--- src/design/lcs_pkg.sv ---
`timescale 1ns / 1ps
// ----------------------------------------------------------------------------
// lcs_pkg
// shared sizes, codes and transfer types of the lcs length and trace block
// ----------------------------------------------------------------------------
package lcs_pkg;

   localparam int MAX_LEN     = 64;
   localparam int SYMBOL_BITS = 16;
   localparam int IDX_BITS    = $clog2(MAX_LEN);
   localparam int LEN_BITS    = $clog2(MAX_LEN + 1);
   localparam int CNT_BITS    = $clog2(MAX_LEN + 1);
   localparam int TAB_BITS    = 2 * IDX_BITS;

   localparam logic SEL_A = 1'b0;
   localparam logic SEL_B = 1'b1;

   typedef struct packed {
      logic        seq_select;
      logic [15:0] symbol;
      logic        has_symbol;
      logic        last_of_seq;
   } req_type;

   typedef struct packed {
      logic [15:0] out_symbol;
      logic        is_last;
      logic        no_match;
      logic        truncated;
   } rsp_type;

   typedef struct packed {
      logic [SYMBOL_BITS-1:0] a_sym;
      logic [SYMBOL_BITS-1:0] b_sym;
      logic [CNT_BITS-1:0]    down;
      logic [CNT_BITS-1:0]    right;
      logic [CNT_BITS-1:0]    diag;
      logic                   last_row;
      logic                   col_end;
   } cell_in_type;

   typedef struct packed {
      logic [CNT_BITS-1:0] val;
      logic                sym_eq;
   } cell_out_type;

endpackage

--- src/design/lcs_cell_unit.sv ---
`timescale 1ns / 1ps
// ----------------------------------------------------------------------------
// lcs_cell_unit
// shared symbol compare and max/increment unit for table fill and trace-back
// ----------------------------------------------------------------------------
module lcs_cell_unit (
   input  lcs_pkg::cell_in_type  cell_in,
   output lcs_pkg::cell_out_type cell_out
);

   logic [lcs_pkg::CNT_BITS-1:0] down;
   logic [lcs_pkg::CNT_BITS-1:0] right;
   logic [lcs_pkg::CNT_BITS-1:0] diag;

   always_comb begin
      down  = cell_in.last_row ? '0 : cell_in.down;
      right = cell_in.col_end ? '0 : cell_in.right;
      diag  = (cell_in.last_row || cell_in.col_end) ? '0 : cell_in.diag;
      cell_out.sym_eq = (cell_in.a_sym == cell_in.b_sym);
      if (cell_out.sym_eq) begin
         cell_out.val = diag + lcs_pkg::CNT_BITS'(1);
      end else begin
         cell_out.val = (down > right) ? down : right;
      end
   end

endmodule

--- config.mk ---
export PLATFORM = sky130hd
export DESIGN_NAME = lcs_cell_unit
export DESIGN_NICKNAME = d
export VERILOG_FILES = /design/src/design/lcs_pkg.sv /design/src/design/lcs_cell_unit.sv
export SDC_FILE = /design/constraint.sdc
export NUM_CORES = 1
export LEC_CHECK = 0
export BUFFER_PORTS_ARGS = -buffer_cell sky130_fd_sc_hd__buf_2
export CORE_ASPECT_RATIO = 0.8
export CORE_UTILIZATION = 45
export DETAILED_ROUTE_END_ITERATION = 7
export PLACE_DENSITY = 0.91
export SLEW_MARGIN = 0
export SYNTH_ARGS = -nofsm -noshare
export SYNTH_HDL_FRONTEND = slang
export SYNTH_SLANG_ARGS = --single-unit
--- constraint.sdc ---
create_clock -name vclk -period 3.6
set_input_delay 0.18 -clock vclk [all_inputs]
set_output_delay 0.18 -clock vclk [all_outputs]
set_load 0.02 [all_outputs]
# [After elaboration in Yosys (flattened, before gate mapping)]
# Cells that the tools add are included.
[totals] regBits=0 in_bits=55 output_inout_bits=8 word_cells=9
[op_classes] add_sub_neg=1 order_cmp=1 eq_ne=1 n_mux=5 reduce_logical=1
[op_table] cell="$mux W7" count=5
[op_table] cell="$eq A16 B16 Y1" count=1
[op_table] cell="$add A7 B1 Y7 const B" count=1
[op_table] cell="$gt A7 B7 Y1" count=1
[op_table] cell="$logic_or A1 B1 Y1" count=1

# [Logic depth before layout (Yosys ltp)]
[depth] ltp_word=4 depth_mapped=8 mapped_depth_nobuf=8

# [Worst setup path after synthesis]
# Ideal clock, no wire load.
[synth_timing] path_kind="input to output" start="in cell_in[11] (netlist name)" end="out cell_out[3] (netlist name)" arrival_ns=1.687 required_time_ns=3.420 setup_slack_ns=1.733 path_stages=8 n_path_buf=0 cell_sequence="nor2b_1 > inv_1 > ha_1 > a21oi_1 > a21oi_2 > o21ai_2 > mux2i_1 > a21oi_1"
[synth_lines] item="start, declared" line="lcs_cell_unit.sv:7" source="input lcs_pkg::cell_in_type cell_in,"
[synth_lines] item="end, declared" line="lcs_cell_unit.sv:8" source="output lcs_pkg::cell_out_type cell_out"

==> impl_metrics.py <==
metrics = {
    "finish": {
        "fillers": 148,
        "seq_cells": 0,
        "ff_latch_area_um2": 0,
        "multi_input_area_um2": 754,
        "fin_cells": 183,
        "syn_to_final_growth_pct": 44.3,
        "clockBufferCount": 0,
        "layout-drive-gt1-share": 0.447,
        "nets": 226,
        "diodes": 0,
    },
    "synthesis": {
        "yosysWarnings": 0,
        "synth_area_leaders": "xor2_1 18%, ha_1 13%, nor4_4 11%, nor2b_1 8.1%, xnor2_1 5.7%",
        "synthDistinctLibCells": 29,
        "synthesis.area_um2": 774,
        "yosys.area.top_type_share": 0.181,
        "ys_seq_area_frac": 0,
        "post_synth.cell_area_avg_um2": 7.90,
        "yosys.area.top_type": "xor2_1",
        "synthCells": 98,
        "syn-num-nets": 161,
    },
    "floorplan": {
        "start_util": 0.476,
        "die_w_um": 48.4,
        "die_y_um": 39.1,
        "core_um2": 1630,
        "die_area_um2": 1890,
        "io_pins": 63,
        "fp-row-count": 13,
    },
    "setup_path": {
        "end_kind": "primary output",
        "worst-setup-path-type": "in -> out",
        "crit_fanout": 8,
        "cp.arrival_ps": 2000,
        "required_ps": 3420,
        "start_kind": "input port",
    },
    "cts": {
        "cts_repair_resize_count": 0,
        "post-cts-setup-buffer-count": 0,
        "ctsHoldBuffers": 0,
    },
    "routing": {
        "drcViolationCount": 0,
        "wl_mm": 2.18,
        "drt_iter0_drc": 12,
        "avgRoutedWirePerCell_um": 11.9,
        "vias": 919,
        "drt-pass1-iter-count": 4,
        "detail-route-antenna-nets": 0,
        "vias_per_cell": 5.02,
    },
    "timing": {
        "finalCriticalPeriod_ps": 2180,
        "slew_viol_final": 0,
        "rsz0062_at_grt": "no",
        "max_freq_ghz": 0.459,
        "slew_headroom": 0.719,
        "setup_tns_ps": 0,
        "finalSetupViolCount": 0,
        "worst_slew_pin_slew_ps": 419,
        "hold_viol": 0,
        "timing.final.crit_share": 0.605,
    },
    "power": {
        "irDropWorstVdd_mv": 0.0684,
        "power_density_nw_per_um2": 131,
        "p_leak_nw": 0.582,
    },
    "global_routing": {
        "first_global_vias": 825,
        "grt_max_degree": 11,
        "grt_pass1_wl_mm": 3.37,
        "track_usage": 0.232,
        "overflow": 0,
        "antenna_found_initial": 0,
    },
    "min_path": {
        "hp-class": "in -> out",
        "holdCritStartpoint": "cell_in[2]",
        "holdPathStages": 4,
        "min_to": "cell_out[1]",
    },
    "run": {
        "max_cap_violations": 0,
    },
    "placed_design": {
        "dp.cells": 183,
        "finalWeightedCongestion": 0.722,
        "port-buffer-count": 63,
        "place_hpwl_mm": 2.00,
    },
    "outcome": {
        "outcome": "completed",
    },
}
worst max-delay path: stages:
cell and delay (ps):
buf_2 140, nor2b_1 170, inv_1 60, ha_1 280, nand4_1 140, or2_1 320
o21ai_2 150, mux2i_1 280, a21oi_1 90, buf_2 160
cell usage after synthesis (all sizes together):
| library cell | number |
|---|---|
| xor2 | 16 |
| nor2b | 10 |
| a21oi | 8 |
| ha | 8 |
| nor2 | 5 |
| o21ai | 5 |
| xnor2 | 5 |
| inv | 4 |
| nand2 | 4 |
| nand2b | 4 |
| nor4 | 4 |
| mux2i | 3 |
| nand3 | 3 |
| nand3b | 3 |
| a31oi | 2 |
| and2 | 2 |
| nand4 | 2 |
| o211ai | 2 |
| o21bai | 2 |
| a22oi | 1 |
| and3 | 1 |
| clkinv | 1 |
| o21a | 1 |
| o31a | 1 |
| or2 | 1 |
report_power, final:
part | switching, mW | leakage, nW | total, mW | internal, mW
clock network | 0 | 0 | 0 | 0
registers | 0 | 0 | 0 | 0
logic | 0.0793 | 0.582 | 0.146 | 0.0667
total | 0.0793 | 0.582 | 0.146 | 0.0667
stage by stage:
stage          setup WS [ps]  hold slack [ps]   util  power, mW  instance area (µm²)
6_report                1420              827  0.687      0.146                 1120
5_1_grt                 1240              840  0.687      0.159                 1120
4_1_cts                 1440              827  0.687      0.146                 1120
3_5_place_dp            1450              822  0.687      0.146                 1120
3_3_place_gp            1530              811  0.687      0.140                 1120
2_1_floorplan           1730              542      -     0.0900                  774
cell type report:
type	count	share of cell area
multi-input cells	93	0.675
repair buffers	63	0.282
well taps	22	0.0246
inverters	5	0.0179
worst max-delay path by stage:
stage | start | to | slack [ps]
final | cell_in[0] | cell_out[3] | 1420
after global routing | cell_in[0] | cell_out[3] | 1240
after CTS | cell_in[0] | cell_out[3] | 1440
after detailed placement | cell_in[0] | cell_out[3] | 1450
after global placement | cell_in[0] | cell_out[3] | 1530
after floorplan | cell_in[11] | cell_out[3] | 1730
logic make-up after synthesis:
| group | after synthesis | synth area share |
|---|---|---|
| AND/OR/NAND/NOR | 39 | 0.383 |
| AO/OA/AOI/OAI | 22 | 0.186 |
| XOR/XNOR | 21 | 0.237 |
| adder cells (fa/ha/maj) | 8 | 0.129 |
| buffers and inverters | 5 | 0.0258 |
| multiplexers | 3 | 0.0388 |
placed cells by master (no fill, tap or decap), types with 2 or more instances in the layout:
cell,n
nand3_1,3
o21ai_1,3
nor4_4,4
nand3b_1,3
mux2i_1,3
xor2_1,16
xnor2_1,5
inv_1,4
a21oi_1,7
and2_1,2
o211ai_1,2
nand2b_1,4
nand2_1,4
nor2b_1,10
buf_2,63
nor2_1,5
a31oi_1,2
ha_1,8
o21bai_1,2
per-layer routing:
metal  up-vias  part of all wire  global-route usage
met2        20              0.57               0.500
met5         -                 0                   0
li1        478                 -                   -
met1       421              0.40               0.266
met3         0             0.025              0.0118
met4         0                 0              0.0294
Note: power is estimated with default switching activity, not from simulation.
